`config.mk`:
```
export PLATFORM = sky130hd
export DESIGN_NAME = tcei_select
export DESIGN_NICKNAME = d
export VERILOG_FILES = /design/src/hdl/tcei_pkg.sv /design/src/hdl/tcei_select.sv
export SDC_FILE = /design/constraint.sdc
export NUM_CORES = 1
export LEC_CHECK = 0
export ABC_CLOCK_PERIOD_IN_PS = 4200
export BUFFER_PORTS_ARGS = -buffer_cell sky130_fd_sc_hd__buf_2
export CAP_MARGIN = 5
export CORE_MARGIN = 5
export CORE_UTILIZATION = 52
export CTS_BUF_LIST = sky130_fd_sc_hd__clkbuf_8
export CTS_CLUSTER_DIAMETER = 50
export DETAILED_ROUTE_END_ITERATION = 7
export PLACE_DENSITY = 0.83
export SYNTH_ARGS = -nofsm -noshare
export SYNTH_HDL_FRONTEND = slang
export SYNTH_SLANG_ARGS = --single-unit
```
`constraint.sdc`:
```
create_clock -name clock -period 4.2 [get_ports clock]
set_clock_uncertainty 0.05 [all_clocks]
set_input_delay 0.42 -clock clock [delete_from_list [all_inputs] [get_ports clock]]
set_output_delay 0.42 -clock clock [all_outputs]
set_load 0.01 [all_outputs]
```
`src/hdl/tcei_pkg.sv`:
```
// Types, register codes and counter helper for the tiered cache eviction index.
// No dependencies.
package tcei_pkg;

   localparam logic [0:0] REG_DEVICE_CAP = 1'b0;
   localparam logic [0:0] REG_HOST_CAP   = 1'b1;

   typedef struct packed {
      logic        host_ok;
      logic        dev_ok;
      logic [7:0]  refs;
      logic        stor;
      logic        host;
      logic        dev;
      logic [15:0] pages;
      logic        valid;
   } rec_info_type;

   typedef struct packed {
      logic [15:0]  priority_key;
      logic [31:0]  order_key;
      rec_info_type info;
   } rec_type;

   typedef struct packed {
      logic [9:0]  node_id;
      logic        active;
      logic [15:0] pages_held;
      logic [15:0] priority_req;
      logic [31:0] access_order;
      logic        on_device;
      logic        on_host;
      logic        in_storage;
      logic [7:0]  host_refs;
      logic        device_leaf_ok;
      logic        host_leaf_ok;
      logic [31:0] reserved_pages;
   } req_type;

   typedef struct packed {
      logic [31:0] device_excess;
      logic [31:0] host_excess;
      logic [31:0] storage_pages;
      logic        device_victim_found;
      logic [9:0]  device_victim;
      logic        host_victim_found;
      logic [9:0]  host_victim;
      logic        count_error;
   } rsp_type;

   typedef enum logic [1:0] {CTR_HOLD, CTR_SUB, CTR_ADD} ctr_kind_type;

   typedef struct packed {
      ctr_kind_type kind;
      rec_info_type info;
   } ctr_op_type;

   typedef enum logic [3:0] {
      ST_CLEAR, ST_IDLE, ST_READ, ST_OLD, ST_NEW, ST_SCAN, ST_DRAIN, ST_SUM,
      ST_EXCESS, ST_DONE
   } state_type;

   // returns {error, next value}; on error the value is unchanged
   function automatic logic [32:0] bump(input logic [31:0] cnt, input logic [15:0] amt,
                                        input logic up);
      logic [32:0] sum;
      begin
         sum = {1'b0, cnt} + {17'd0, amt};
         if (up) begin
            bump = sum[32] ? {1'b1, cnt} : {1'b0, sum[31:0]};
         end else begin
            bump = (cnt < {16'd0, amt}) ? {1'b1, cnt} : {1'b0, cnt - {16'd0, amt}};
         end
      end
   endfunction

endpackage

```
`src/hdl/tcei_select.sv`:
```
// Running minimum of (priority, access order, slot) for device and host victims.
// Slots arrive in ascending order, so a strict compare keeps the lower id on ties.
// Depends on tcei_pkg.
module tcei_select #(
   parameter int IDX_W = 10
) (
   input  logic                 clock,
   input  logic                 start,
   input  logic                 cmp_valid,
   input  logic [IDX_W-1:0]     cmp_idx,
   input  tcei_pkg::rec_type    rec,
   output logic                 dev_found,
   output logic [IDX_W-1:0]     dev_victim,
   output logic                 host_found,
   output logic [IDX_W-1:0]     host_victim
);
   import tcei_pkg::*;

   logic             dfound_ff, hfound_ff, dfound_in, hfound_in;
   logic [47:0]      dkey_ff, hkey_ff, dkey_in, hkey_in, key;
   logic [IDX_W-1:0] dvic_ff, hvic_ff, dvic_in, hvic_in;

   always_comb begin
      key       = {rec.priority_key, rec.order_key};
      dfound_in = dfound_ff;
      hfound_in = hfound_ff;
      dkey_in   = dkey_ff;
      hkey_in   = hkey_ff;
      dvic_in   = dvic_ff;
      hvic_in   = hvic_ff;
      if (start) begin
         dfound_in = 1'b0;
         hfound_in = 1'b0;
         dvic_in   = '0;
         hvic_in   = '0;
      end else if (cmp_valid && rec.info.valid) begin
         if (rec.info.dev_ok && (!dfound_ff || key < dkey_ff)) begin
            dfound_in = 1'b1;
            dkey_in   = key;
            dvic_in   = cmp_idx;
         end
         if (rec.info.host_ok && rec.info.refs == 8'd0 && (!hfound_ff || key < hkey_ff)) begin
            hfound_in = 1'b1;
            hkey_in   = key;
            hvic_in   = cmp_idx;
         end
      end
   end

   always_ff @(posedge clock) begin
      dfound_ff <= dfound_in;
      hfound_ff <= hfound_in;
      dkey_ff   <= dkey_in;
      hkey_ff   <= hkey_in;
      dvic_ff   <= dvic_in;
      hvic_ff   <= hvic_in;
   end

   assign dev_found   = dfound_ff;
   assign dev_victim  = dvic_ff;
   assign host_found  = hfound_ff;
   assign host_victim = hvic_ff;
endmodule

```
# Word level (Yosys, flattened, before mapping)
# Index checks and enable logic that the tools add are counted.
# Widths: inputs -> output; s select.
op_classes:
  magnitude_cmp: 2
  bitwise_logic: 1
  reduce_logical: 13
ops:
  columns: ["cell", "n"]
  rows:
  - ["$lt 48x48->1", 2]
  - ["$logic_not 8->1", 1]
  - ["$reduce_and 3->1", 2]
  - ["$logic_and 1x1->1", 4]
  - ["$reduce_and 2->1", 2]
  - ["$logic_not 1->1", 2]
  - ["$logic_or 1x1->1", 2]
  - ["$not 1->1", 1]
word_totals:
  reg_bits: 118
  word_cells: 22
  in_bits: 91

# Longest topological paths before layout
# Gate-level depths: netlist of the first run.
logic_depth:
  ltp_word: 4
  mapped_depth: 9

# Worst setup path before layout of the first run
# Ideal clock, no wire load.
synth_timing:
  path_type: "input to register"
  from: "input rec[68] (netlist bit)"
  to: "register dkey_ff[0] (enable)"
  cell_stages: 7
  t_required_ns: 3.691
  setup_slack_ns: -0.309
  arrival_ns: 4.000
  cell_sequence: "ha_1 nand4_1 nor3_2 a221o_1 o31a_1 nor4_2 nor2b_1"
synth_between:
  elab_chain_len: 4
synth_rtl:
  columns: ["item", "line_no", "text"]
  rows:
  - ["start: declaration", "tcei_select.sv:11", "input tcei_pkg::rec_type rec,"]
  - ["$lt 48x48->1", "tcei_select.sv:37", "if (rec.info.dev_ok && (!dfound_ff || key < dkey_ff)) begin"]
  - ["$logic_or 1x1->1", "tcei_select.sv:37", null]
  - ["$logic_and 1x1->1", "tcei_select.sv:37", null]
  - ["$reduce_and 3->1 (no line)", null, null]
  - ["end signal: assignment", "tcei_select.sv:53", "dkey_ff <= dkey_in;"]
  - ["end: declaration", "tcei_select.sv:20", "logic [47:0] dkey_ff, hkey_ff, dkey_in, hkey_in, key;"]
# No other way between the ends.
# A chain may end at the register's enable or synchronous reset.

# Final worst setup path of the first run
layout_timing:
  from: "register dkey_ff[43]"
  to: "register dkey_ff[45] (enable)"
layout_between:
  elab_chain_len: 4
layout_rtl:
  columns: ["item", "line_no"]
  rows:
  - ["$lt 48x48->1", "tcei_select.sv:37"]
  - ["$logic_or 1x1->1", "tcei_select.sv:37"]
  - ["$logic_and 1x1->1", "tcei_select.sv:37"]
  - ["$reduce_and 3->1 (no line)", null]
# No other way between the ends.

==> summary.md, run 1 <==
| Metric | Value |
|---|---|
| Outcome | `finished clean` |
| Crit path max-delay family | `compound AO/OA/AOI/OAI gates` |
| Worst Tran Pin Value | `0.493 ns` |
| Slew Limit Fails | `0` |
| Synth Register Bits | `118` |
| Setup-failing EPs final | `0` |
| Vias in the first global route | `between 4000 and 5000` |
| Placer congestion estimate | `0.821` |
| TritonCTS Sinks | `118` |
| Worst-Skew Late Latency | `approximately 0.43 ns` |
| Setup bufs post-CTS | `0` |
| Vias per cell | `5.37` |
| Slew margin rel. | `67.2%` |
| Crit-path max FO | `13` |
| Vias | `about 4200` |
| 1st-pass router iterations | `4` |
| Max Freq | `about 320 MHz` |
| Worst Path Required | `4.28 ns` |
| Total track usage | `19.0%` |
| Async SR Flop Fraction | `0%` |
| CP arrival | `3.24 ns` |
| Rows | `39` |
| Inserted Clock Buffers | `17` |
| Synth warnings | `0` |
| Reg2Reg Setup Slack | `1.03 ns` |
| Netlist Area Pre-Place | `about 6200 sq um` |
| Initial antenna violation count | `0` |
| Leakage | `3.40 nW` |
| I/O Pins | `around 110` |
| Fraction of layout cells with a size suffix above 1 | `19.8%` |
| Area Growth Syn to Fin | `17.1%` |
| H-tree level count | `4` |
| N_diodes | `0` |
| Die W | `~120 um` |
| Initial Util | `53.6%` |
| Synth Net Count | `705` |
| RSZ-0062 raised after global routing | `false` |
| Hpwl dp | `9710 um` |
| Port buffer count | `between 90 and 100` |
| Commonest non-fill, non-tap cell in the layout | `inv_1` |
| Non-Filler Instances | `788` |
| Final wirelength | `roughly 13000 um` |
| Die area | `~14000 sq um` |
| Min-delay worst type | `input pin to register` |
| Clk buf depth | `2` |
| Nets | `817` |
| CP max-delay cell | `nor2b_4` |
| CTS Hold Buffers Added | `0` |
| Min Tclk post-route | `3.17 ns` |
| Initial DRC count | `272` |
| Register area share after synthesis | `53.9%` |
| Max VDD drop | `165 uV` |
| Syn Area/Cell | `11.9 sq um` |
| CP startpoint | `dkey_ff[43]` |
| CTS tree | `built` |
| Resized Gates After CTS | `0` |
| Total power | `between 2 and 2.5 mW` |
| Reg-to-Reg Start | `dkey_ff[43]` |
| Most common cell on crit path | `buf_4` |
| Crit Reg-Reg Endpoint | `dkey_ff[45]` |
| Setup TNS Final | `0 ns` |
| Yosys cell types | `36` |
| Crit. End Element | `register` |
| CP endpoint | `dkey_ff[45]` |
| First-pass GRT wire length | `between 20000 and 25000 um` |
| R2r worst-path depth | `10` |
| Hold path depth | `1` |
| Worst setup SP type | `register` |
| Fillers | `879` |
| Crit share post-route | `75.4%` |
| P per Cell Area | `between 300 and 400 nW/um^2` |
| Post-route DRC violation count | `0` |
| Antenna Nets Post-Route | `0` |
| Final Hold Viols | `0` |
| Placeable Area | `11500 sq um` |
| Cells after synthesis | `520` |
| WL per Instance | `16.1 um` |
| Setup CP Type | `register to register` |
| CTS Root Cell | `clkbuf_8` |
| Grt ovf | `0` |
| Clk slew on worst S/H paths | `0.07 ns` |
| Post-synth EDFFs | `96` |
| Max-Cap Viols | `0` |
| Largest net degree at the start of global routing | `49` |
| Worst path cell trace | `inv_1, ha_1, a21oi_1, o21ai_0, a221oi_1, o22ai_1, nor4_2, buf_4, nor2b_4, buf_4` |
| Commonest cells after routing, fill and taps aside | `inv_1, edfxtp_1, ha_1, buf_2, a21oi_1` |
| CP max stage delay | `0.41 ns` |
| Die Span Y | `119 um` |
| Primary FF master, synth | `edfxtp_1` |
| Fin util | `62.7%` |
| Levels on crit path | `10` |
| Buf/Inv on CP | `3` |
| Worst hold slack | `~0.16 ns` |
| Placed cells | `approximately 760` |
## report_power, final
group / internal [mW] / leakage, nW / switching [mW] / total (mW)
logic: 0.0863 / 2.14 / 0.110 / 0.197
clock network: 0.513 / 0.213 / 0.418 / 0.931
registers: 1.28 / 1.04 / 0.00461 / 1.28
total: 1.88 / 3.40 / 0.533 / 2.41
## cell type report
| cell class | instances | area [sq um] | area share, % |
|---|---|---|---|
| Sequential cell | 118 | 3320 | 46.0 |
| Clock inverter | 11 | 72.6 | 1.00 |
| Multi-Input combinational cell | 299 | 2460 | 34.1 |
| Timing Repair Buffer | 98 | 528 | 7.31 |
| Tap cell | 143 | 179 | 2.48 |
| Inverter | 98 | 368 | 5.09 |
| Clock buffer | 21 | 289 | 4.00 |
## cell usage after synthesis, types with 9 or more instances
library cell / n / area share (%)
inv_1: 98 / 6.0
edfxtp_1: 96 / 47
ha_1: 94 / 19
a21oi_1: 37 / 3.0
nand2b_1: 33 / 3.3
dfxtp_1: 22 / 7.1
nand2_1: 22 / 1.3
mux2i_1: 20 / 3.2
nand3_1: 18 / 1.5
nand4_1: 14 / 1.4
o21ai_0: 10 / 0.81
nor3_1: 9 / 0.73
## per-stage QoR
step	setup slack (ns)	instance area, sq um
after global routing	0.778	7220
after floorplan	0.591	6180
after CTS	0.991	7220
after global placement	0.925	6860
final	1.03	7220
after detailed placement	0.846	6860
## kinds of logic after synthesis
logic type | after synthesis | share of synthesized area (%)
adders and majority gates | 94 | 19.1
AOI/OAI and AO/OA | 70 | 6.96
buffers and inverters | 103 | 6.45
DFF | 118 | 53.9
muxes | 20 | 3.24
and+or+nand+nor | 115 | 10.4
## layer usage
layer | routed length (um) | vias up | global-route usage, % | part of all wire, %
met5 | 0 | - | 0 | 0
met4 | 242 | 0 | 6.59 | 1.9
met3 | 729 | 19 | 6.07 | 5.7
met2 | 6380 | 103 | 33.1 | 50
met1 | 5330 | 2015 | 22.1 | 42
li1 | - | 2096 | - | -
## how the worst min path moves through the flow
stage                     slack (ns)     startpoint             to
after global placement          0.41  dev_victim[3]  dev_victim[3]
final                           0.16        rec[72]    dkey_ff[42]
after CTS                       0.14        rec[72]    dkey_ff[42]
after detailed placement        0.41  dev_victim[1]  dev_victim[1]
after global routing            0.13        rec[35]     dkey_ff[5]
after floorplan                 0.44  dev_victim[0]  dev_victim[0]
## state kept, by name, summed over array words and instances, names as in the netlist
signal,count
host_victim,10
dev_found,1
dev_victim,10
hkey_ff,48
dkey_ff,48
host_found,1
No activity file was read; power rests on OpenSTA's default activity.
==> run 2, diff against run 1 <==
Settings changed: ABC_CLOCK_PERIOD_IN_PS 4200 to 3250, CORE_UTILIZATION 52 to 55, PLACE_DENSITY 0.83 to 0.84.
Clock period 4.2 ns to 3.25 ns, I/O delays scaled along.
==> run 2 against run 1 <==
Net effect: sequential share of layout area shrank 0.28 points; sequential power grew 30%; register-to-register slack lost 0.55 ns; critical endpoint is now hkey_ff[44].
==> summary.md, run 2 (synthesis gave the netlist of run 1 again) <==
| Metric | Value |
|---|---|
| Placer congestion estimate | `0.787 (-4.1%)` |
| 1st-pass router iterations | `4 (unchanged)` |
| Worst-Skew Late Latency | `0.43 ns (about the same)` |
| Antenna Nets Post-Route | `0 (unchanged)` |
| TritonCTS Sinks | `118 (unchanged)` |
| Rows | `38 (-2.6%)` |
| I/O Pins | `113 (unchanged)` |
| Final worst slack | `0.480 ns (-0.552 ns)` |
| Crit path max-delay family | `compound AO/OA/AOI/OAI gates` |
| Slew Limit Fails | `0 (unchanged)` |
| Initial antenna violation count | `0 (unchanged)` |
| Outcome | `finished clean` |
| RSZ-0062 raised after global routing | `false` |
| N_diodes | `0 (unchanged)` |
| Max VDD drop | `242 uV (+47%)` |
| Fillers | `800 (-9.0%)` |
| CTS Hold Buffers Added | `0 (unchanged)` |
| Final Hold Viols | `0 (unchanged)` |
| Placeable Area | `10900 sq um (-5.0%)` |
| Clk buf depth | `2 (unchanged)` |
| Grt ovf | `0 (unchanged)` |
| Initial Util | `56.4% (+2.8 points)` |
| Commonest non-fill, non-tap cell in the layout | `inv_1` |
| Port buffer count | `93 (unchanged)` |
| CTS tree | `built` |
| R2r worst-path depth | `9 (-1)` |
| Slew margin rel. | `66.6% (-0.61 points)` |
| Area Growth Syn to Fin | `17.8%` |
| WL per Instance | `16.4 um (+1.9%)` |
| Worst setup SP type | `register` |
| Place WS | `0.392 ns (-0.454 ns)` |
| Buf/Inv on CP | `2 (-1)` |
| Crit share post-route | `85.2% (+9.8 points)` |
| Worst path cell trace | `inv_1, ha_1, a21oi_1, o21ai_0, a221o_1, a221oi_1, o211ai_1, nor2_4, buf_4` |
| Worst hold slack | `0.0733 ns (-0.0916 ns)` |
| Total track usage | `20.5% (+1.5 points)` |
| H-tree level count | `4 (unchanged)` |
| Crit. End Element | `register` |
| Worst Path Required | `3.30 ns (-0.98 ns)` |
| CP startpoint | `hkey_ff[41]` |
| First-pass GRT wire length | `21100 um (-1.7%)` |
| Nets | `817 (unchanged)` |
| Setup-failing EPs final | `0 (unchanged)` |
| Die area | `13400 sq um (-5.0%)` |
| Setup TNS Final | `0 ns (unchanged)` |
| Largest net degree at the start of global routing | `49 (unchanged)` |
| CP max stage delay | `0.38 ns (-0.03 ns)` |
| Die Span Y | `116 um (-2.5%)` |
| Min Tclk post-route | `2.77 ns (-0.398 ns)` |
| Clk slew on worst S/H paths | `0.07 ns (about the same)` |
| Reg-to-Reg Start | `hkey_ff[41]` |
| Setup bufs post-CTS | `0 (unchanged)` |
| Vias | `4266 (+0.78%)` |
| P per Cell Area | `450 nW/um^2 (+35%)` |
| Worst hold start | `rec[43]` |
| Biggest regs | `dkey_ff x48, hkey_ff x48` |
| Fraction of layout cells with a size suffix above 1 | `20.3% (+0.47 points)` |
| Vias per cell | `5.43 (+1.2%)` |
| Die W | `116 um (-2.5%)` |
| CP max-delay cell | `edfxtp_1` |
| Commonest cells after routing, fill and taps aside | `inv_1, edfxtp_1, ha_1, buf_2, a21oi_1` |
| Post-route DRC violation count | `0 (unchanged)` |
| CTS Root Cell | `clkbuf_8` |
| Initial DRC count | `193 (-29%)` |
| Min-delay worst type | `input pin to register` |
| Crit-path max FO | `21 (+8)` |
| Final wirelength | `12900 um (+1.5%)` |
| CP arrival | `2.82 ns (-0.42 ns)` |
| Inserted Clock Buffers | `17 (unchanged)` |
| Hold path depth | `1 (unchanged)` |
| Levels on crit path | `9 (-1)` |
| Leakage | `3.40 nW (+0.16%)` |
| Storage element area | `3320 sq um (unchanged)` |
| Vias in the first global route | `4501 (-3.1%)` |
| Max Freq | `361 MHz (+14%)` |
| Worst Tran Pin Value | `0.502 ns (+0.00920 ns)` |
| Max-Cap Viols | `0 (unchanged)` |
| Resized Gates After CTS | `0 (unchanged)` |
| Multi-input gate area | `2460 sq um (unchanged)` |
| Hpwl dp | `9520 um (-2.0%)` |
| Setup CP Type | `register to register` |
-- run 2: changes by cell type in the layout (fill, tap and decap cells not counted) --
cell        previous run  this run
clkinvlp_4             0         1
bufinv_16              1         3
clkinv_1               0         1
inv_1                104       100
clkinv_2               4         5
clkbuf_8              21        20
-- run 2: through the flow --
| stage | cell area [sq um] | utilization [%] | instances | total power, mW |
|---|---|---|---|---|
| after detailed placement | 6860 | 62.7 | 753 | 1.94 |
| after CTS | 7270 | 66.5 | 785 | 3.29 |
| after global placement | 6860 | 62.7 | 753 | 1.92 |
| after global routing | 7270 | 66.5 | 785 | 3.41 |
| final | 7270 | 66.5 | 785 | 3.27 |
| after floorplan | 6190 | - | 520 | 1.82 |
-- run 2: report_power, final --
| part | leakage, nW | switching, mW | internal [mW] |
|---|---|---|---|
| Sequential | 1.04 | 0.00619 | 1.65 |
| Clock | 0.218 | 0.552 | 0.804 |
| Combinational | 2.14 | 0.145 | 0.112 |
-- run 2: area by class of cell --
| cell class | instances | area share [%] |
|---|---|---|
| timing repair buffer | 98 | 7.26 |
| clock buffer | 20 | 3.79 |
| tap | 140 | 2.41 |
| inverter | 98 | 5.06 |
| clock inverter | 12 | 1.84 |
| multi-input combinational | 299 | 33.9 |
| sequential | 118 | 45.7 |
-- run 2: layer usage --
layer | track usage [%] | wire length (um) | share of wire [%]
met5 | 0 | 0 | 0
met4 | 10.1 | 421 | 3.3
met3 | 6.37 | 790 | 6.1
met2 | 34.0 | 6250 | 49
met1 | 24.3 | 5410 | 42
-- run 2: worst paths after layout --
kind | endpoint | slack (ns)
worst max-delay path | hkey_ff[44] | 0.48
worst min-delay path | dkey_ff[13] | 0.07
worst max register to register | hkey_ff[44] | 0.48
worst min register to register | dev_victim[7] | 0.42
