===== src/hdl/tcei_pkg.sv =====
// Types, register codes and counter helper for the tiered cache eviction index.
// No dependencies.
package tcei_pkg;

   localparam logic [0:0] REG_DEVICE_CAP = 1'b0;
   localparam logic [0:0] REG_HOST_CAP   = 1'b1;

   typedef struct packed {
      logic        host_ok;
      logic        dev_ok;
      logic [7:0]  refs;
      logic        stor;
      logic        host;
      logic        dev;
      logic [15:0] pages;
      logic        valid;
   } rec_info_type;

   typedef struct packed {
      logic [15:0]  priority_key;
      logic [31:0]  order_key;
      rec_info_type info;
   } rec_type;

   typedef struct packed {
      logic [9:0]  node_id;
      logic        active;
      logic [15:0] pages_held;
      logic [15:0] priority_req;
      logic [31:0] access_order;
      logic        on_device;
      logic        on_host;
      logic        in_storage;
      logic [7:0]  host_refs;
      logic        device_leaf_ok;
      logic        host_leaf_ok;
      logic [31:0] reserved_pages;
   } req_type;

   typedef struct packed {
      logic [31:0] device_excess;
      logic [31:0] host_excess;
      logic [31:0] storage_pages;
      logic        device_victim_found;
      logic [9:0]  device_victim;
      logic        host_victim_found;
      logic [9:0]  host_victim;
      logic        count_error;
   } rsp_type;

   typedef enum logic [1:0] {CTR_HOLD, CTR_SUB, CTR_ADD} ctr_kind_type;

   typedef struct packed {
      ctr_kind_type kind;
      rec_info_type info;
   } ctr_op_type;

   typedef enum logic [3:0] {
      ST_CLEAR, ST_IDLE, ST_READ, ST_OLD, ST_NEW, ST_SCAN, ST_DRAIN, ST_SUM,
      ST_EXCESS, ST_DONE
   } state_type;

   // returns {error, next value}; on error the value is unchanged
   function automatic logic [32:0] bump(input logic [31:0] cnt, input logic [15:0] amt,
                                        input logic up);
      logic [32:0] sum;
      begin
         sum = {1'b0, cnt} + {17'd0, amt};
         if (up) begin
            bump = sum[32] ? {1'b1, cnt} : {1'b0, sum[31:0]};
         end else begin
            bump = (cnt < {16'd0, amt}) ? {1'b1, cnt} : {1'b0, cnt - {16'd0, amt}};
         end
      end
   endfunction

endpackage


===== src/hdl/tcei_counters.sv =====
// Device, host and storage occupancy counters with overflow/underflow check.
// Depends on tcei_pkg.
module tcei_counters (
   input  logic                 clock,
   input  logic                 reset,
   input  tcei_pkg::ctr_op_type op,
   output logic [31:0]          device_count,
   output logic [31:0]          host_count,
   output logic [31:0]          storage_count,
   output logic                 err
);
   import tcei_pkg::*;

   logic [31:0] dev_ff, host_ff, stor_ff;
   logic [31:0] dev_in, host_in, stor_in;
   logic [32:0] dev_b, host_b, stor_b;
   logic        up, apply;

   always_comb begin
      up    = (op.kind == CTR_ADD);
      apply = (op.kind != CTR_HOLD) && op.info.valid;
      dev_b  = bump(dev_ff, op.info.pages, up);
      host_b = bump(host_ff, op.info.pages, up);
      stor_b = bump(stor_ff, op.info.pages, up);
      dev_in  = dev_ff;
      host_in = host_ff;
      stor_in = stor_ff;
      err     = 1'b0;
      if (apply && op.info.dev) begin
         dev_in = dev_b[31:0];
         err    = err | dev_b[32];
      end
      if (apply && op.info.host) begin
         host_in = host_b[31:0];
         err     = err | host_b[32];
      end
      if (apply && op.info.stor) begin
         stor_in = stor_b[31:0];
         err     = err | stor_b[32];
      end
   end

   always_ff @(posedge clock) begin
      if (reset) begin
         dev_ff  <= '0;
         host_ff <= '0;
         stor_ff <= '0;
      end else begin
         dev_ff  <= dev_in;
         host_ff <= host_in;
         stor_ff <= stor_in;
      end
   end

   assign device_count  = dev_ff;
   assign host_count    = host_ff;
   assign storage_count = stor_ff;
endmodule


===== config.mk =====
export PLATFORM = sky130hd
export DESIGN_NAME = tcei_counters
export DESIGN_NICKNAME = d
export VERILOG_FILES = /design/src/hdl/tcei_pkg.sv /design/src/hdl/tcei_counters.sv
export SDC_FILE = /design/constraint.sdc
export NUM_CORES = 1
export LEC_CHECK = 0
export ABC_AREA = 1
export ABC_CLOCK_PERIOD_IN_PS = 2900
export BUFFER_PORTS_ARGS = -buffer_cell sky130_fd_sc_hd__buf_4
export CAP_MARGIN = 20
export CORE_ASPECT_RATIO = 1.25
export CORE_UTILIZATION = 36
export CTS_BUF_LIST = sky130_fd_sc_hd__clkbuf_8 sky130_fd_sc_hd__clkbuf_16
export DETAILED_ROUTE_END_ITERATION = 6
export SLEW_MARGIN = 20
export SYNTH_ARGS = -nofsm -noshare
export SYNTH_HDL_FRONTEND = slang
export SYNTH_SLANG_ARGS = --single-unit

===== constraint.sdc =====
create_clock -name clock -period 2.9 [get_ports clock]
set_input_delay 0 -clock clock [delete_from_list [all_inputs] [get_ports clock]]
set_output_delay 0 -clock clock [all_outputs]
set_load 0.05 [all_outputs]

# Word level (Yosys, flattened, before mapping)
# Cells that the tools add are included.
# Widths: inputs -> output; s select.
dict set report totals {
  word_cells 41
  in_bits 34
  regBits 96
}
dict set report op_classes {
  n_lt_le_gt_ge 3
  n_addsub 6
  eq_ne 7
  bitwise_logic 2
  n_reduce_logical 8
  n_mux 12
}
# op count
set op_table {}
lappend op_table {{$mux 33} 9}
lappend op_table {{$add 32x16->33} 3}
lappend op_table {{$lt 32x16->1} 3}
lappend op_table {{$sub 32x16->32} 3}
lappend op_table {{$ne 2x2->1 const B} 6}
lappend op_table {{$reduce_and 3->1} 3}
lappend op_table {{$logic_and 1x1->1} 4}
lappend op_table {{$mux 1} 3}
lappend op_table {{$eq 2x2->1 const B} 1}
lappend op_table {{$or 1x1->1} 2}
lappend op_table {{$reduce_bool 2->1} 1}

# Longest topological paths before layout
# Gate-level depths: netlist (run 1).
dict set report depth {
  ltp_word 8
  depth_mapped 19
  mapped_depth_nobuf 17
}

# Worst setup path before layout (run 1)
# No wires, ideal clock.
dict set report synth_path {
  path_kind {reg-to-reg}
  startpoint {register host_ff[0] (netlist: host_count[0])}
  endpoint {register host_ff[29] (netlist: host_count[29])}
  path_slack_ps 287
  path_stages_with_launch 17
  period_less_slack_ps 2613
  t_required_ps 2789
  arrival_time_ps 2502
  setup_ps 111
  cell_sequence {dfxtp_1 inv_1 ha_1 fa_1 inv_1 nand3_1 nand3_1 nand2_1 nand2_1 nand2_1 nand4_1 nand2_1 nor2_4 buf_6 nand2_1 nor2_1 nor2_1}
}
dict set report synth_via {
  elab_chain_len 3
  word_cells_on_any_way 9
}
# item line_no
set synth_rtl {}
lappend synth_rtl {{from (decl)} tcei_counters.sv:14} ;# logic [31:0] dev_ff, host_ff, stor_ff;
lappend synth_rtl {{from (signal assigned)} tcei_counters.sv:50} ;# host_ff <= host_in;
lappend synth_rtl {{$add 32x16->33, or another cell as far along} tcei_pkg.sv:68} ;# sum = {1'b0, cnt} + {17'd0, amt};
lappend synth_rtl {{$ne 2x2->1 (no source line), or another cell as far along} n/a}
lappend synth_rtl {{$reduce_and 3->1 (no source line) / $mux 33 (equally long branches)} n/a}
# Several ways; a longest one is shown, not always the timed one. The select of a mux whose other input is x is not followed.
# A chain may end at the register's enable or synchronous reset.

# Worst setup path in the final report (run 1)
dict set report layout_path {
  startpoint {register dev_ff[13] (netlist: device_count[13])}
  endpoint {output port err}
}
dict set report layout_via {
  elab_chain_len 8
  word_cells_on_any_way 10
}
# item line_no
set layout_rtl {}
lappend layout_rtl {{from (decl)} tcei_counters.sv:14}
lappend layout_rtl {{from (signal assigned)} tcei_counters.sv:49} ;# dev_ff <= dev_in;
lappend layout_rtl {{$add 32x16->33 / $lt 32x16->1 (equally long branches)} {tcei_pkg.sv:68, tcei_pkg.sv:72}}
lappend layout_rtl {{$mux 33 (on tied branches)} {tcei_pkg.sv:70, tcei_pkg.sv:72}}
lappend layout_rtl {{$mux 33 (*)} tcei_pkg.sv:69} ;# if (up) begin
lappend layout_rtl {{$mux 1 (*)} tcei_counters.sv:29} ;# if (apply && op.info.dev) begin
lappend layout_rtl {{$or 1x1->1} tcei_counters.sv:35} ;# err = err | host_b[32];
lappend layout_rtl {{$mux 1 (*)} tcei_counters.sv:33} ;# if (apply && op.info.host) begin
lappend layout_rtl {{$or 1x1->1} tcei_counters.sv:39} ;# err = err | stor_b[32];
lappend layout_rtl {{$mux 1 (*)} tcei_counters.sv:37} ;# if (apply && op.info.stor) begin
lappend layout_rtl {{to (decl)} tcei_counters.sv:10} ;# output logic err
# Every way passes the cells marked *; elsewhere a longest branch is shown, timed or not. The select of a mux whose other input is x is not followed.

==> flow_summary.json, run 1 <==
{
  "outcome": "finished, violations left",
  "violations_in_the_final_reports": "design-rule violations",
  "layout_worst_path_cycle_share_pct": 96.06,
  "number_of_antenna_violations_at_the_first_check_in_global_routing": 0,
  "fill_cells": 4735,
  "tritoncts": "done",
  "detailedRoute.firstIterationViolations": 1270,
  "period_minus_slack_ps": 2786,
  "flow.area_growth_from_synthesis_pct": 13.73,
  "critical_path.endpoint_type": "output port",
  "grt_max_degree": 38,
  "netlist_area_sq_mm": 0.01526,
  "clk_latency_ps": 420,
  "die_y_extent_um": 232.2,
  "min_path_cells": 3,
  "post_synthesis_cells": 2909,
  "yosys_warnings": 0,
  "cts_hold_buf": 0,
  "post_drt_wl_per_cell_um": 18.30,
  "floorplan.io_pins": 131,
  "timing.max_slew.rel_slack_pct": 39.43,
  "final-hold-violation-count": 0,
  "timing.hold.ws_ps": 32.24,
  "cts_buffers": 9,
  "cp_data_arrival_time_ps": 2790,
  "timing.critical_path.mode_cell": "nand2_1",
  "placementRows": 84,
  "port-buffer-count": 120,
  "clk_pin_slew_worst_paths_ps": 90,
  "finClkSkew_ps": 14.04,
  "worst_hold_path_type": "in -> reg",
  "crit_path_top_delay_cell": "o21ai_0",
  "grt_pass1_vias": 17361,
  "required_ps": 2900,
  "r2r-start": "device_count[0]$_SDFFE_PP0P_",
  "totalWireLength_mm": 65.85,
  "fmaxAchievable_ghz": 0.3590,
  "hold_path_end": "device_count[0]$_SDFFE_PP0P_",
  "via_per_inst": 5.071,
  "worst-setup-path-type": "reg -> out",
  "finalSetupTns_ps": 0,
  "worst_pin_slew_ps": 908.5,
  "timing.hold.worst.start": "op[1]",
  "crit_path_max_fanout": 7,
  "grtUsageTotal_pct": 30.97,
  "core_area_sq_mm": 0.04194,
  "dr_total_vias": 18250,
  "delay_heaviest_family_cp": "simple AND/OR/NAND/NOR gates",
  "timing.final.max_slew_violations": 0,
  "floorplan.initialDensity_pct": 36.40,
  "maxCapViolCount": 0,
  "syn_avg_cell_area_sq_um": 5.247,
  "worst_setup_path_start_kind": "flop",
  "dpl.hpwl_mm": 54.42,
  "post-route-util_pct": 41.40,
  "sequential_element_share_of_the_synthesized_area_pct": 12.59,
  "crit-reg2reg-capture": "device_count[22]$_SDFFE_PP0P_",
  "final-setup-viol-count": 0,
  "gp_congestion": 1.037,
  "leakagePower_nw": 10.21,
  "antenna_cells": 0,
  "finalNetCount": 3171,
  "reg2reg_depth": 15,
  "cts_buffer_depth": 2,
  "fp.dieArea_sq_mm": 0.04323,
  "postSynthNetCount": 3045,
  "route.antenna.remaining_nets": 0,
  "grt_overflow": 0,
  "initial_drt_pass_iterations": 7,
  "worstPathCellList": "ha_1 -> o21ai_0 -> nand2_1 -> nand2_1 -> a21oi_1 -> nand2_2 -> nand3_2 -> nand2_1 -> nand2_2 -> nand3_1 -> buf_4",
  "clock_sink_count": 96,
  "critical-path-max-stage-delay_ps": 490,
  "ir_worst_vdd_mv": 0.3674,
  "r2r_setup_slack_ps": 250,
  "number_of_distinct_library_cell_variants_in_the_gate_level_netlist_after_synthesis": 41,
  "synth-seq-cells": 96,
  "grt_first_pass_wirelength_mm": 99.66,
  "layout_cells_sized_above_1_pct": 10.99,
  "die_w_um": 186.2,
  "cts_h_tree_depth": 3,
  "route.detailed.drc": 2,
  "pwr_cell_area_mw_per_mm2": 418.4,
  "timing.critical_path.buf_inv": 1,
  "clockRootBuffer": "clkbuf_16"
}
-- sequential cells by signal (all words and copies together) (netlist names) --
name           flops
device_count      32
host_count        32
storage_count     32
-- cells in the mapped netlist, drive strengths merged --
cell type | instances | share of area [%]
nand4 | 43 | 1.8
xor2 | 78 | 4.5
buf | 79 | 3.4
or2 | 7 | 0.29
and3 | 4 | 0.16
xnor2 | 3 | 0.17
inv | 486 | 12
fa | 6 | 0.79
nor2 | 381 | 9.8
dfxtp | 96 | 13
a21oi | 84 | 2.9
nor4 | 2 | 0.082
clkbuf | 14 | 0.34
nand3 | 305 | 10
nor3b | 1 | 0.049
nor2b | 1 | 0.041
ha | 96 | 7.9
clkinv | 2 | 0.049
o22ai | 3 | 0.12
nand2 | 1033 | 26
o21ai | 102 | 3.4
and2 | 18 | 0.74
nand3b | 5 | 0.25
nor3 | 48 | 2.0
o21bai | 12 | 0.59
-- final cells by class --
cell class,count,area [sq um],area share (%)
inverters,488,1837,10.58
repair buffers,208,1649,9.499
well taps,559,699.4,4.029
multi-input cells,2232,10970,63.16
flip-flops and latches,96,1924,11.08
clock inverters,7,60.06,0.3459
clock buffers,9,225.2,1.297
-- layer usage --
layer	wire, um	vias to the layer above	GRT usage (%)
met3	2658	170	3.215
met1	27350	8320	35.80
met5	0	-	0
met2	31420	571	53.40
met4	4424	0	20.82
li1	-	9189	-
-- worst max path at each step --
stage / from / endpoint / slack, ps / cells after the start
finish: device_count[13]$_SDFFE_PP0P_ / err / 110 / 11
global placement: host_count[0]$_SDFFE_PP0P_ / host_count[20]$_SDFFE_PP0P_ / 250 / 14
detailed placement: host_count[0]$_SDFFE_PP0P_ / host_count[18]$_SDFFE_PP0P_ / 180 / 14
global route: device_count[10]$_SDFFE_PP0P_ / err / -20 / 13
floorplan: host_count[0]$_SDFFE_PP0P_ / host_count[29]$_SDFFE_PP0P_ / 290 / 16
CTS: device_count[7]$_SDFFE_PP0P_ / err / 80 / 14
-- per-stage QoR --
step	cell area [sq um]	power (mW)	setup slack, ps	cells
after floorplan	15260	4.555	286.8	2909
after global placement	17020	5.861	245.0	3582
after detailed placement	17020	5.885	182.1	3582
after CTS	17310	7.225	78.46	3598
after global routing	17360	7.759	-22.17	3599
final	17360	7.263	114.3	3599
-- cells by family after synthesis --
group,Yosys count,share of synthesized area [%]
AND/OR/NAND/NOR,1848,51.21
AO/OA/AOI/OAI,201,7.082
flip-flops,96,12.59
XOR/XNOR,81,4.648
buffers and inverters,581,15.81
adder cells (fa/ha/maj),102,8.656
-- worst min-delay path, delay by kind of cell --
family / cells / cell delay, ps
AOI/OAI and AO/OA: 1 / 50
buffers and inverters: 1 / 190
adders and majority gates: 1 / 160
-- cells in the final DEF, fill, tap and decap left out, types with 4 or more instances in the layout --
master | synthesis | routed
nand2_1 | 1019 | 1017
inv_1 | 453 | 452
nor2_1 | 367 | 365
nand3_1 | 294 | 293
buf_4 | 14 | 201
dfxtp_1 | 96 | 94
ha_1 | 96 | 92
xor2_1 | 78 | 78
a21oi_1 | 77 | 77
o21ai_0 | 62 | 62
nand4_1 | 42 | 42
nor3_1 | 41 | 41
o21ai_1 | 36 | 36
inv_2 | 32 | 33
and2_1 | 18 | 18
nand2_2 | 13 | 15
o21bai_1 | 12 | 12
nand3_2 | 10 | 11
nor2_2 | 9 | 10
clkbuf_16 | 0 | 9
a21oi_2 | 7 | 7
or2_2 | 7 | 7
buf_12 | 0 | 7
nor2_4 | 5 | 6
fa_1 | 6 | 6
nor3_4 | 4 | 5
nand3b_1 | 5 | 5
inv_6 | 1 | 4
and3_1 | 4 | 4
o21ai_2 | 4 | 4
ha_2 | 0 | 4
-- report_power, final --
part | internal [mW] | switching [mW]
sequential | 1.44 | 0.209
combinational | 1.33 | 2.95
clock | 0.601 | 0.730
-- timing repair --
item                       4_1_cts  5_1_grt
gates resized for setup          0       12
setup buffers                    0        1
setup endpoints to repair        0        8
Power figures use the tool's default switching activity.
==> run 2: changes to the inputs <==
--- a/config.mk
+++ b/config.mk
@@ -10,9 +10,10 @@
 export BUFFER_PORTS_ARGS = -buffer_cell sky130_fd_sc_hd__buf_4
 export CAP_MARGIN = 20
 export CORE_ASPECT_RATIO = 1.25
-export CORE_UTILIZATION = 36
+export CORE_UTILIZATION = 60
 export CTS_BUF_LIST = sky130_fd_sc_hd__clkbuf_8 sky130_fd_sc_hd__clkbuf_16
 export DETAILED_ROUTE_END_ITERATION = 6
+export PLACE_DENSITY = 0.8
 export SLEW_MARGIN = 20
 export SYNTH_ARGS = -nofsm -noshare
 export SYNTH_HDL_FRONTEND = slang
==> run 2 against run 1 <==
  * Critical endpoint unchanged
  * Global-route usage grew 16 points
  * Cell area shrank 3.7%
  * The run still ends with design-rule violations left
  * Critical path type unchanged
  * Register-to-register slack lost 100 ps
  * Final cell count shrank 7.5%
==> flow_summary.json, run 2 (synthesis gave the netlist of run 1 again) <==
{
  "pwr-share-clk_pct": 17.9,
  "flow.area_growth_from_synthesis_pct": 9.541,
  "dpl.hpwl_mm": 46.54,
  "timing.hold.ws_ps": 70.69,
  "worst_setup_path_start_kind": "flop",
  "layout_worst_path_cycle_share_pct": 99.54,
  "cp_data_arrival_time_ps": 2890,
  "cts_buffers": 9,
  "cts_buffer_depth": 2,
  "grt_first_pass_wirelength_mm": 93.03,
  "crit_path_top_delay_cell": "dfxtp_1",
  "timing.critical_path.mode_cell": "nand2_1",
  "sequential_power_share_pct": 23.7,
  "pwr_cell_area_mw_per_mm2": 422.3,
  "timing.max_slew.rel_slack_pct": 36.32,
  "internal_power_mw": 3.308,
  "place.detailed.instances": 3312,
  "gp_congestion": 1.133,
  "antenna_cells": 0,
  "clock_sink_count": 96,
  "via_per_inst": 5.684,
  "crit_path_max_fanout": 7,
  "comb_power_share_pct": 58.4,
  "number_of_antenna_violations_at_the_first_check_in_global_routing": 1,
  "floorplan.io_pins": 131,
  "timing.critical_path.buf_inv": 1,
  "final-setup-viol-count": 0,
  "critical-path-max-stage-delay_ps": 410,
  "placementRows": 64,
  "netSwitchingFraction_pct": 53.15,
  "most-common-layout-cells": "nand2_1 (1018), inv_1 (452), nor2_1 (367)",
  "detailedRoute.firstIterationViolations": 1922,
  "tritoncts": "done",
  "floorplan.initialDensity_pct": 61.69,
  "totalWireLength_mm": 59.56,
  "report.power.total_mw": 7.062,
  "port-buffer-count": 120,
  "violations_in_the_final_reports": "design-rule violations",
  "route.detailed.drc": 2,
  "worstPathCellList": "ha_1 -> a21oi_1 -> nand2_1 -> a21oi_1 -> nand4_1 -> nand2_1 -> nand2_1 -> nand3_1 -> buf_4",
  "grt_max_degree": 40,
  "final-hold-violation-count": 0,
  "fp.dieArea_sq_mm": 0.02609,
  "core_area_sq_mm": 0.02474,
  "worst_pin_slew_ps": 954.1,
  "maxCapViolCount": 0,
  "cts_h_tree_depth": 3,
  "grtUsageTotal_pct": 46.61,
  "ir_worst_vdd_mv": 0.3479,
  "worst_hold_path_type": "in -> reg",
  "die_y_extent_um": 180.3,
  "leakagePower_nw": 9.979,
  "critical_path.endpoint_type": "output port",
  "route.antenna.remaining_nets": 0,
  "required_ps": 2900,
  "clk_pin_slew_worst_paths_ps": 80,
  "initial_drt_pass_iterations": 7,
  "fill_cells": 2427,
  "die_w_um": 144.7,
  "finalNetCount": 3130,
  "post_layout_nonfiller_instances": 3329,
  "outcome": "finished, violations left",
  "post_drt_wl_per_cell_um": 17.89,
  "fmaxAchievable_ghz": 0.3464,
  "dr_total_vias": 18923,
  "delay_heaviest_family_cp": "simple AND/OR/NAND/NOR gates",
  "clk_latency_ps": 380,
  "layout_cells_sized_above_1_pct": 9.436,
  "mostFrequentLayoutCell": "nand2_1",
  "grt_pass1_vias": 17610,
  "period_minus_slack_ps": 2887,
  "net-switching-power_mw": 3.754,
  "grt_overflow": 0,
  "clockRootBuffer": "clkbuf_16",
  "worst-setup-path-type": "reg -> out",
  "finClkSkew_ps": 10.93,
  "timing.final.max_slew_violations": 0
}
[run 2: cell types whose count changed in the layout (fill, tap and decap cells not counted), sizes merged]
cell	before	now
clkbuf	9	10
buf	208	167
clkinvlp	0	3
inv	490	486
[run 2: what timing repair did]
action                                  in CTS  in global routing
endpoints found under the hold margin        0                  0
gates resized for setup                      0                  3
hold buffers                                 0                  0
buffers inserted                             0                  1
endpoints found under the setup margin       0                 23
[run 2: worst min-delay path: stages]
cell and delay (ps):
buf_4 190, ha_1 160, a21oi_1 50
[run 2: final timing paths]
path	start	to	slack [ps]	cells after the start
max	host_count[15]$_SDFFE_PP0P_	err	10	9
min	op[1]	device_count[0]$_SDFFE_PP0P_	70	3
max reg2reg	device_count[4]$_SDFFE_PP0P_	device_count[9]$_SDFFE_PP0P_	150	11
min reg2reg	host_count[6]$_SDFFE_PP0P_	host_count[6]$_SDFFE_PP0P_	560	4
[run 2: layer usage]
metal / track usage (%) / share of wire, %
met1: 52.05 / 36
met2: 73.21 / 44
met3: 12.86 / 11
met4: 37.89 / 9.1
met5: 0 / 0
[run 2: through the flow]
stage               cell area, sq um  setup TNS (ps)  setup slack, ps  util [%]
floorplan                      15260               0            286.8         -
global placement               16400               0            290.3     66.29
detailed placement             16400               0            210.0     66.29
CTS                            16690               0            150.5     67.44
global route                   16720          -44.94           -44.94     67.58
finish                         16720               0            13.39     67.58
[run 2: final cells by class]
class | count | area, sq um | share of cell area (%)
repair buffers | 167 | 1316 | 7.872
multi-input cells | 2232 | 10950 | 65.48
inverters | 488 | 1837 | 10.98
well taps | 330 | 412.9 | 2.469
flip-flops and latches | 96 | 1922 | 11.49
clock buffers | 10 | 239.0 | 1.429
clock inverters | 6 | 45.04 | 0.2694
[run 2: power by group through the flow]
stage | registers [mW] | logic (mW) | clock network [mW]
after floorplan | 2.01 | 2.55 | 0
after global placement | 1.68 | 3.90 | 0
after detailed placement | 1.69 | 3.96 | 0
after CTS | 1.66 | 3.98 | 1.26
after global routing | 1.68 | 4.49 | 1.30
final | 1.67 | 4.13 | 1.26
